### config.mk
export PLATFORM = sky130hd
export DESIGN_NAME = cobs_frame_decoder
export DESIGN_NICKNAME = d
export VERILOG_FILES = /design/src/hw/rtl/cfd_pkg.sv /design/src/hw/rtl/cfd_front.sv /design/src/hw/rtl/cfd_back.sv /design/src/hw/rtl/cobs_frame_decoder.sv
export SDC_FILE = /design/constraint.sdc
export NUM_CORES = 1
export LEC_CHECK = 0
export BUFFER_PORTS_ARGS = -buffer_cell sky130_fd_sc_hd__buf_2
export CORE_MARGIN = 3
export CORE_UTILIZATION = 40
export CTS_CLUSTER_SIZE = 12
export DETAILED_ROUTE_END_ITERATION = 8
export SETUP_SLACK_MARGIN = 0.1
export SYNTH_ARGS = -nofsm -noshare
export SYNTH_HDL_FRONTEND = slang
export SYNTH_SLANG_ARGS = --single-unit
### constraint.sdc
create_clock -name clk -period 7.33 [get_ports clk]
set_input_delay 2.199 -clock clk [delete_from_list [all_inputs] [get_ports clk]]
set_output_delay 2.199 -clock clk [all_outputs]
set_load 0.1 [all_outputs]
### src/hw/rtl/cfd_pkg.sv
// Shared types and constants for the COBS frame decoder.
// No dependencies; used by every module under hw/rtl.
package cfd_pkg;

  // Width of the frame length counter (8 to 16)
  localparam int CFD_LEN_W = 16;
  localparam logic [15:0] LEN_MAX16 = 16'((1 << CFD_LEN_W) - 1);

  // A run of this many data bytes (code 0xFF) owes no zero
  localparam logic [7:0] FULL_RUN_LEN = 8'hFE;

  // Configuration register map
  localparam int REG_MAX_FRAME_LEN = 0;
  localparam logic [15:0] MAX_FRAME_LEN_RST = 16'd254;

  // Result queue depth
  localparam int QUEUE_DEPTH = 2;
  localparam int QPTR_W = (QUEUE_DEPTH > 1) ? $clog2(QUEUE_DEPTH) : 1;
  localparam int QCNT_W = $clog2(QUEUE_DEPTH + 1);

  // Frame status codes
  typedef enum logic [1:0] {
    STATUS_OK     = 2'd0,
    STATUS_DELIM  = 2'd1,
    STATUS_LENGTH = 2'd2
  } status_t;

  // One result item
  typedef struct packed {
    logic [7:0]  out_byte;
    logic        byte_valid;
    logic        frame_end;
    status_t     frame_status;
    logic [15:0] frame_length;
  } result_t;

endpackage

### src/hw/rtl/cfd_front.sv
// Front end of the COBS frame decoder: accepts encoded bytes, tracks run and
// frame state and produces at most one result item per byte.
// Depends on cfd_pkg.
module cfd_front import cfd_pkg::*; (
  input  logic          clk,
  input  logic          rst_n,
  input  logic          accept,
  input  logic [7:0]    rx_byte,
  input  logic [15:0]   max_frame_len,
  output logic          push,
  output result_t       push_data
);

  logic [7:0]           run_remaining_r, run_remaining_nxt;
  logic                 expect_code_r, expect_code_nxt;
  logic                 zero_owed_r, zero_owed_nxt;
  logic                 frame_started_r, frame_started_nxt;
  logic [CFD_LEN_W-1:0] bytes_written_r, bytes_written_nxt;
  status_t              error_held_r, error_held_nxt;

  logic [15:0]          limit16;
  logic [CFD_LEN_W-1:0] limit;
  logic [CFD_LEN_W-1:0] bw_after_zero;
  logic [CFD_LEN_W-1:0] room;
  logic [7:0]           run;
  logic                 at_limit;

  // Effective limit, capped to the counter range
  assign limit16 = (max_frame_len > LEN_MAX16) ? LEN_MAX16 : max_frame_len;
  assign limit   = limit16[CFD_LEN_W-1:0];

  assign run      = rx_byte - 8'd1;
  assign at_limit = (bytes_written_r >= limit);

  // Count after the owed zero (if any) goes out
  assign bw_after_zero = zero_owed_r ? (bytes_written_r + CFD_LEN_W'(1)) : bytes_written_r;
  assign room = (bw_after_zero >= limit) ? '0 : (limit - bw_after_zero);

  // Decode one byte
  always_comb begin
    run_remaining_nxt = run_remaining_r;
    expect_code_nxt   = expect_code_r;
    zero_owed_nxt     = zero_owed_r;
    frame_started_nxt = frame_started_r;
    bytes_written_nxt = bytes_written_r;
    error_held_nxt    = error_held_r;
    push              = 1'b0;
    push_data         = '0;

    if (accept) begin
      if (error_held_r != STATUS_OK) begin
        // Discarding until the delimiter
        if (rx_byte == 8'd0) begin
          push                   = 1'b1;
          push_data.frame_end    = 1'b1;
          push_data.frame_status = error_held_r;
          push_data.frame_length = 16'(bytes_written_r);
        end
      end else if (!expect_code_r) begin
        if (rx_byte == 8'd0) begin
          // Delimiter inside a run
          push                   = 1'b1;
          push_data.frame_end    = 1'b1;
          push_data.frame_status = STATUS_DELIM;
          push_data.frame_length = 16'(bytes_written_r);
        end else begin
          push                 = 1'b1;
          push_data.out_byte   = rx_byte;
          push_data.byte_valid = 1'b1;
          bytes_written_nxt    = bytes_written_r + CFD_LEN_W'(1);
          run_remaining_nxt    = run_remaining_r - 8'd1;
          expect_code_nxt      = (run_remaining_r == 8'd1);
        end
      end else if (rx_byte == 8'd0) begin
        // Delimiter in code position
        push                   = 1'b1;
        push_data.frame_end    = 1'b1;
        push_data.frame_length = 16'(bytes_written_r);
        if (!frame_started_r) begin
          push_data.frame_status = STATUS_DELIM;
        end else if (bytes_written_r == '0) begin
          push_data.frame_status = STATUS_LENGTH;
        end else begin
          push_data.frame_status = STATUS_OK;
        end
      end else begin
        // Code byte
        frame_started_nxt = 1'b1;
        zero_owed_nxt     = 1'b0;
        if (zero_owed_r && at_limit) begin
          error_held_nxt = STATUS_LENGTH;
        end else begin
          if (zero_owed_r) begin
            push                 = 1'b1;
            push_data.byte_valid = 1'b1;
          end
          bytes_written_nxt = bw_after_zero;
          if (CFD_LEN_W'(run) > room) begin
            error_held_nxt = STATUS_LENGTH;
          end else begin
            run_remaining_nxt = run;
            zero_owed_nxt     = (run != FULL_RUN_LEN);
            expect_code_nxt   = (run == 8'd0);
          end
        end
      end

      // Any frame end clears the frame state
      if (push_data.frame_end) begin
        run_remaining_nxt = '0;
        expect_code_nxt   = 1'b1;
        zero_owed_nxt     = 1'b0;
        frame_started_nxt = 1'b0;
        bytes_written_nxt = '0;
        error_held_nxt    = STATUS_OK;
      end
    end
  end

  // State registers
  always_ff @(posedge clk) begin
    if (!rst_n) begin
      run_remaining_r <= '0;
      expect_code_r   <= 1'b1;
      zero_owed_r     <= 1'b0;
      frame_started_r <= 1'b0;
      bytes_written_r <= '0;
      error_held_r    <= STATUS_OK;
    end else begin
      run_remaining_r <= run_remaining_nxt;
      expect_code_r   <= expect_code_nxt;
      zero_owed_r     <= zero_owed_nxt;
      frame_started_r <= frame_started_nxt;
      bytes_written_r <= bytes_written_nxt;
      error_held_r    <= error_held_nxt;
    end
  end

endmodule

### src/hw/rtl/cfd_back.sv
// Back end of the COBS frame decoder: a short result queue that holds
// decoded items and presents them on the output handshake.
// Depends on cfd_pkg.
module cfd_back import cfd_pkg::*; (
  input  logic    clk,
  input  logic    rst_n,
  input  logic    push,
  input  result_t push_data,
  output logic    not_full,
  output logic    out_valid,
  input  logic    out_ready,
  output result_t out_data
);

  result_t           entry_r [QUEUE_DEPTH];
  logic [QPTR_W-1:0] wr_ptr_r, wr_ptr_nxt;
  logic [QPTR_W-1:0] rd_ptr_r, rd_ptr_nxt;
  logic [QCNT_W-1:0] count_r, count_nxt;
  logic              pop;

  assign not_full  = (count_r != QCNT_W'(QUEUE_DEPTH));
  assign out_valid = (count_r != '0);
  assign out_data  = entry_r[rd_ptr_r];
  assign pop       = out_valid && out_ready;

  // Pointer and count update
  always_comb begin
    wr_ptr_nxt = wr_ptr_r;
    rd_ptr_nxt = rd_ptr_r;
    count_nxt  = count_r;
    if (push) begin
      wr_ptr_nxt = (wr_ptr_r == QPTR_W'(QUEUE_DEPTH - 1)) ? '0 : wr_ptr_r + QPTR_W'(1);
    end
    if (pop) begin
      rd_ptr_nxt = (rd_ptr_r == QPTR_W'(QUEUE_DEPTH - 1)) ? '0 : rd_ptr_r + QPTR_W'(1);
    end
    if (push && !pop) begin
      count_nxt = count_r + QCNT_W'(1);
    end else if (pop && !push) begin
      count_nxt = count_r - QCNT_W'(1);
    end
  end

  always_ff @(posedge clk) begin
    if (!rst_n) begin
      wr_ptr_r <= '0;
      rd_ptr_r <= '0;
      count_r  <= '0;
    end else begin
      wr_ptr_r <= wr_ptr_nxt;
      rd_ptr_r <= rd_ptr_nxt;
      count_r  <= count_nxt;
    end
  end

  // Entry storage, no reset needed
  always_ff @(posedge clk) begin
    if (push) begin
      entry_r[wr_ptr_r] <= push_data;
    end
  end

endmodule

### src/hw/rtl/cobs_frame_decoder.sv
// Streaming COBS frame decoder, top level with the configuration port.
// Each result is registered into the result queue when its byte is accepted.
// Throughput: one byte per cycle while the two-entry result queue, which
// sets in_ready, has room: input flows on while one result waits to be taken.
// Reset (rst_n low, synchronous): queue empty, frame state cleared,
// max_frame_len back to 254. Depends on cfd_pkg, cfd_front, cfd_back.
module cobs_frame_decoder import cfd_pkg::*; (
  input  logic        clk,
  input  logic        rst_n,
  // Encoded byte input
  input  logic        in_valid,
  output logic        in_ready,
  input  logic [7:0]  in_rx_byte,
  // Decoded result output
  output logic        out_valid,
  input  logic        out_ready,
  output logic [7:0]  out_byte,
  output logic        out_byte_valid,
  output logic        out_frame_end,
  output logic [1:0]  out_frame_status,
  output logic [15:0] out_frame_length,
  // Configuration port
  input  logic        psel,
  input  logic        penable,
  input  logic        pwrite,
  input  logic [1:0]  paddr,
  input  logic [31:0] pwdata,
  output logic [31:0] prdata,
  output logic        pready
);

  logic [15:0] max_frame_len_r;
  logic        cfg_wr;
  logic        accept;
  logic        push;
  result_t     push_data;
  result_t     out_data;
  logic        q_not_full;

  // Configuration register (single word at offset 0)
  assign pready = 1'b1;
  assign cfg_wr = psel && penable && pwrite &&
                  (32'(paddr >> 2) == 32'(REG_MAX_FRAME_LEN));
  assign prdata = 32'(max_frame_len_r);

  always_ff @(posedge clk) begin
    if (!rst_n) begin
      max_frame_len_r <= MAX_FRAME_LEN_RST;
    end else if (cfg_wr) begin
      max_frame_len_r <= pwdata[15:0];
    end
  end

  // Input handshake
  assign in_ready = q_not_full;
  assign accept   = in_valid && in_ready;

  cfd_front u_front (
    .clk           (clk),
    .rst_n         (rst_n),
    .accept        (accept),
    .rx_byte       (in_rx_byte),
    .max_frame_len (max_frame_len_r),
    .push          (push),
    .push_data     (push_data)
  );

  cfd_back u_back (
    .clk       (clk),
    .rst_n     (rst_n),
    .push      (push),
    .push_data (push_data),
    .not_full  (q_not_full),
    .out_valid (out_valid),
    .out_ready (out_ready),
    .out_data  (out_data)
  );

  // Result fields
  assign out_byte         = out_data.out_byte;
  assign out_byte_valid   = out_data.byte_valid;
  assign out_frame_end    = out_data.frame_end;
  assign out_frame_status = out_data.frame_status;
  assign out_frame_length = out_data.frame_length;

endmodule
### Word level (Yosys, flattened, before mapping)

Memory sizes are Yosys's and may differ from the RTL's. A register that Yosys moved wholly into a read port is not among the register bits.
Cells that the tools add are included.

| word-level totals | value |
|---|---|
| word-level logic and storage cells | 119 |
| memories | 1 |
| RAM bits | 56 |
| register bits | 49 |
| output and inout bits | 63 |

| cells by class | value |
|---|---|
| reductions and logical operators | 22 |
| equality and inequality tests | 7 |
| multiplexer cells | 67 |
| $add $sub $neg | 8 |
| $lt $le $gt $ge | 4 |

Memory list:

| name | depth | width | read ports | clocked after memory_dff | write ports | line | source |
|---|---|---|---|---|---|---|---|
| u_back.entry_r | 2 | 28 | 1 | 1 | 1 | cfd_back.sv:15 | `result_t entry_r [QUEUE_DEPTH];` |

Operator list:

| cell | count |
|---|---|
| two-way mux 16 bit | 9 |
| two-way mux 19 bit | 5 |
| two-way mux 8 bit | 8 |
| greater-or-equal comparator 16 bit | 2 |
| two-way mux 1 bit | 31 |
| two-way mux 28 bit | 1 |
| two-way mux 2 bit | 10 |
| two-way mux 20 bit | 1 |
| two-way mux 9 bit | 2 |
| adder 16 x 1 -> 16 bit, second input constant | 1 |
| > comparator 16 bit, second input constant | 1 |
| > comparator 8 x 16 -> 1 bit | 1 |
| logical NOT 16 bit | 1 |
| logical NOT 8 bit | 2 |
| subtractor 16 bit | 1 |
| subtractor 8 x 1 -> 8 bit, second input constant | 2 |
| AND reduction 5 bit | 2 |
| equality test 8 x 1 -> 1 bit, second input constant | 1 |
| inequality test 8 bit, second input constant | 1 |
| AND reduction 4 bit | 2 |
| nonzero test 2 bit | 4 |
| logical AND 1 bit | 7 |
| inequality test 2 bit, second input constant | 3 |
| inequality test 3 bit, second input constant | 2 |
| 6 further kinds | 8 |

### Depth between registers and ports, before layout

| logic depth | value |
|---|---|
| depth after elaboration | 13 |
| depth in mapped cells | 28 |
| depth with buffers taken out | 25 |

### Modules after synthesis

From an unflattened synthesis, not the netlist that was laid out.

| unflattened totals | value |
|---|---|
| cells, all modules | 737 |
| area total of the unflattened synthesis | 6906.6 um^2 |

Modules (own cells, without submodules):

| module | times used | cells an instance | seq. area each (um^2) | area each (um^2) |
|---|---|---|---|---|
| cfd_front | 1 | 535 | 560.5 | 3832.4 |
| cfd_back | 1 | 109 | 1781.7 | 2244.7 |
| cobs_frame_decoder | 1 | 93 | 320.3 | 829.5 |

### Worst setup path before layout

Ideal clock, no wire load.

| timing | value |
|---|---|
| path kind | input -> register |
| start point | input in_rx_byte[0] |
| end point | memory u_back.entry_r[0][0] (netlist name), enable pin |
| stages on the path | 9 |
| slack | 1.858 ns |
| data arrival time | 5.056 ns |
| library setup time | 0.416 ns |
| path through | inv_1 > ha_1 > inv_1 > or4_1 > clkbuf_1 > nor2_1 > nor2_1 > a31oi_4 > nor2b_1 |

| between the ends | value |
|---|---|
| word-level cells in the longest chain between the ends | 7 |
| elaborated cells on any way between the ends | 8 |
| classes of those cells | 7 x mux; 1 x reduce/logical |

Ends and longest elaborated chain:

| element | line | source |
|---|---|---|
| start: declaration | cobs_frame_decoder.sv:13 | `input logic [7:0] in_rx_byte,` |
| logical NOT 8 bit * | cfd_front.sv:53, cfd_front.sv:74 |  |
| two-way mux 1 bit | cfd_front.sv:74 | `end else if (rx_byte == 8'd0) begin` |
| two-way mux 1 bit | cfd_front.sv:59 | `end else if (!expect_code_r) begin` |
| two-way mux 1 bit * | cfd_front.sv:51 | `if (error_held_r != STATUS_OK) begin` |
| two-way mux 1 bit * | cfd_front.sv:50 | `if (accept) begin` |
| named net push | cobs_frame_decoder.sv:35 | `logic push;` |
| two-way mux 1 bit * | cfd_back.sv:58 | `if (push) begin` |
| two-way mux 1 bit (implied by the code) * | cfd_back.sv:59 | `entry_r[wr_ptr_r] <= push_data;` |
| end: declaration | cfd_back.sv:15 |  |

Mark *: on every way through the listed nets, which the timed path passes. The rest lies on a longest branch.

### Final worst setup path

| timing | value |
|---|---|
| start point | register u_front.bytes_written_r[1] |
| end point | register u_front.run_remaining_r[5] |

| between the ends | value |
|---|---|
| word-level cells in the longest chain between the ends | 7 |
| elaborated cells on any way between the ends | 11 |
| classes of those cells | 2 x add/sub; 3 x order compare; 2 x eq/ne; 2 x mux; 2 x reduce/logical |

Ends and longest elaborated chain:

| element | line | source |
|---|---|---|
| start: declaration | cfd_front.sv:18 | `logic [CFD_LEN_W-1:0] bytes_written_r, bytes_written_nxt;` |
| start signal: assignment | cfd_front.sv:134 | `bytes_written_r <= bytes_written_nxt;` |
| adder 16 x 1 -> 16 bit | cfd_front.sv:36 | `assign bw_after_zero = zero_owed_r ? (bytes_written_r + CFD_LEN_W'(1)) : bytes_written_r;` |
| two-way mux 16 bit | cfd_front.sv:36 |  |
| subtractor 16 bit or greater-or-equal comparator 16 bit (tied branches) | cfd_front.sv:37 | `assign room = (bw_after_zero >= limit) ? '0 : (limit - bw_after_zero);` |
| two-way mux 16 bit | cfd_front.sv:37 |  |
| > comparator 8 x 16 -> 1 bit | cfd_front.sv:98 | `if (CFD_LEN_W'(run) > room) begin` |
| inequality test 3 bit (no source line) | - |  |
| AND reduction 5 bit (no source line) * | - |  |
| end signal: assignment | cfd_front.sv:130 | `run_remaining_r <= run_remaining_nxt;` |
| end: declaration | cfd_front.sv:14 | `logic [7:0] run_remaining_r, run_remaining_nxt;` |

Mark *: on every way between the ends. The rest lies on a longest branch, timed or not.
A chain may end at the register's enable or synchronous reset.

==> reports/summary.txt <==
Hold WC Path Type - flip-flop to flip-flop
CTS tree - yes
Share of layout cells above drive strength 1 - 18.5%
Root buf cell - clkbuf_16
Design area - 0.00771 sq mm
Setup repair bufs after CTS - 0
Post-synth cell types - 70
Clock Skew - 9.92 ps
Avg Cell Area, Syn - 9.27 sq um
Sequential share of power - 31.3%
Pin slew with the least headroom to its limit - 972 ps
Highest Clock Rate - 164 MHz
Nets - 900
Pleak - 3.19 nW
Busiest grt layer - met2
Yosys warning total - 0
Max_cap viols - 0
Ys flop type - edfxtp_1
Gr usage total - 17.2%
RePlAce Congestion - 0.862
Clock buffer depth - 2
CP Max Fanout - 9
Vias in the first global route - 4,961
Critical path type - flip-flop to flip-flop
Placed Area - 0.00738 sq mm
Initial DRC Count - 299
Post_cts resized - 0
PD cells - 313 mW/mm^2
Detailed-route DRC error count - 0
Post-synthesis cell area - 0.00686 sq mm
Final Hold Viols - 0
Pin count of the biggest net entering global routing - 30
R2R Path Start - u_front.bytes_written_r[1]
Clock transition at the registers of the reported paths - 70 ps
Overall power - 2.41 mW
End of the critical path - u_front.run_remaining_r[5]
Switching part of the total - 46.3%
CP arrival - 6380 ps
Startpoint types - flip-flop
Reg-to-reg slack, setup - 1230 ps
Met3 global-route usage - 2.46%
Routed WL - 15,900 microns
CP Capture Type - flip-flop
HPWL Detailed - 11,800 microns
FILL cells - 1,676
Post-synthesis async set-or-reset flop share - 0%
Number of synthesized register bits - 105
Slew headroom - 35.2%
Initial Utilization - 41.1%
Post-Synthesis Cells - 740
Area Growth Syn to Fin - 12.3%
Vias per inst - 5.30
Sequential share of the synthesized area - 38.8%
Post-synth EDFFs - 56
First-pass GRT wire length - 25,600 microns
Outcome - finished clean
Antenna violations before repair - 0
Rows - 47
I/O Buffers - 76
Slew Viols, Final - 0
Worst skew pair latency - 350 ps
Clock Power Share - 22.1%
Vias - 5,439
DIE HEIGHT - 137 microns
Final min period - 6100 ps
DRT Pass-1 Iters - 4
Setup_tns - 0 ps
Per-cell routed wire length - 15.5 microns
ANT cells - 0
Period utilization - 83.2%
Grt ovf - 0
CTS H-Tree Depth - 3
Die W - 137 microns
Comb pwr share - 46.6%
Num CTS Buffers - 9
Power Internal - 1.30 mW
Final core utilization - 46.1%
Reg-to-Reg End - u_front.run_remaining_r[5]
Final Setup Violations - 0
Antenna-violating nets left - 0
Critical Path RT - 7610 ps
Core ar. - 0.0167 sq mm
Hold_buf cts - 0
RSZ-0062 raised after global routing - no
Switch Pwr - 1.12 mW
Met1 Resource Use GR - 24.9%
GR Layer Usage met2 - 26.9%
Setup crit start - u_front.bytes_written_r[1]
Ports - 112
Worst VDD drop - 0.000187 V
# clock sinks - 105
Die area - 0.0188 sq mm
Reg2reg path depth - 24
critical path, cell delays in order, from the launching register on:
cell	delay, ps
dfxtp_1	510
ha_1	280
and3_1	230
and3_1	240
and3_4	220
and3_1	240
and3_4	220
and3_1	220
nand2_1	90
xor2_1	190
ha_1	440
inv_1	100
o21ai_0	190
a21oi_1	120
nor2b_1	170
nor2_1	270
nand2_1	110
ha_1	320
and4_1	200
a31oi_1	260
nand3_1	150
a21oi_1	190
nor4b_4	370
o31a_1	460
mux2i_1	230
power groups by stage:
| stage | combinational, mW | clock (mW) | sequential, mW |
|---|---|---|---|
| detailed placement | 1.13 | 0 | 0.769 |
| finish | 1.13 | 0.532 | 0.756 |
| global placement | 1.13 | 0 | 0.768 |
| CTS | 1.13 | 0.546 | 0.756 |
| floorplan | 0.951 | 0 | 0.775 |
| global route | 1.21 | 0.564 | 0.767 |
metrics by stage:
stage | setup WS [ps] | instances | hold WS [ps]
after global placement | 1310 | 1011 | 482
after detailed placement | 1290 | 1011 | 492
final | 1230 | 1027 | 497
after floorplan | 1860 | 755 | 463
after CTS | 1260 | 1027 | 502
after global routing | 812 | 1027 | 538
cells in the mapped netlist (all sizes together) (23+ instances only):
cell / n / area share (%)
mux2: 28 / 4.6
nor2: 49 / 2.7
nor3: 24 / 1.8
a21oi: 60 / 4.5
nand2: 85 / 4.7
edfxtp: 56 / 25
clkbuf: 23 / 1.3
ha: 48 / 8.8
buf: 26 / 2.6
inv: 38 / 2.1
dfxtp: 49 / 14
state kept, by name, summed over array words and instances (netlist names), named ones only:
register,flops
u_front.frame_started_r,1
max_frame_len_r,16
u_back.wr_ptr_r,1
u_front.zero_owed_r,1
u_front.error_held_r,1
u_front.bytes_written_r,16
u_back.count_r,2
u_front.expect_code_r,1
u_front.run_remaining_r,8
u_back.rd_ptr_r,1
u_back.entry_r,56
how the worst min path moves through the flow:
stage | from | to | slack (ps) | depth (start not counted)
final | u_front.run_remaining_r[7] | u_front.run_remaining_r[7] | 500 | 2
after global routing | u_back.count_r[1] | u_back.count_r[1] | 540 | 2
after CTS | u_front.run_remaining_r[6] | u_front.run_remaining_r[6] | 500 | 2
after detailed placement | u_front.run_remaining_r[6] | u_front.run_remaining_r[6] | 490 | 2
after global placement | u_front.run_remaining_r[6] | u_front.run_remaining_r[6] | 480 | 2
after floorplan | u_front.run_remaining_r[6] | u_front.run_remaining_r[6] | 460 | 2
layout make-up:
type | instances | area, sq um | share of cell area [%]
Sequential cell | 105 | 2660 | 34.6
Multi-Input combinational cell | 563 | 3850 | 50.0
Clock inverter | 5 | 85.1 | 1.10
Tap cell | 220 | 275 | 3.57
Inverter | 38 | 143 | 1.85
Clock buffer | 11 | 243 | 3.15
Timing Repair Buffer | 85 | 448 | 5.81
cells in the final DEF, fill, tap and decap left out, types with 15 or more instances in the layout:
master	netlist	routed
xor2_1	21	21
and2_1	21	21
o21ai_0	17	17
buf_2	6	76
xnor2_1	15	15
inv_1	38	38
nor2_1	49	49
dfxtp_1	49	49
mux2_2	28	28
conb_1	2	17
ha_1	48	48
nor3_1	24	24
edfxtp_1	56	56
a21oi_1	58	58
o211ai_1	18	18
nand2_1	85	85
kinds of logic (layout without fill, tap and decap cells):
family | Yosys count | in the layout | synth area share [%]
AND/OR/NAND/NOR | 267 | 267 | 19.8
buffers and inverters | 87 | 139 | 5.91
AO/OA/AOI/OAI | 155 | 155 | 15.3
flip-flops | 105 | 105 | 38.8
adder cells (fa/ha/maj) | 49 | 49 | 9.05
XOR/XNOR | 36 | 36 | 4.60
multiplexers | 39 | 39 | 6.38
other | 2 | 17 | 0.109
routing by layer:
layer,vias up,routed length (microns)
li1,2763,-
met1,2538,7870
met2,128,7140
met3,10,731
met4,0,167
met5,-,0
Note: power is estimated with default switching activity, not from simulation.
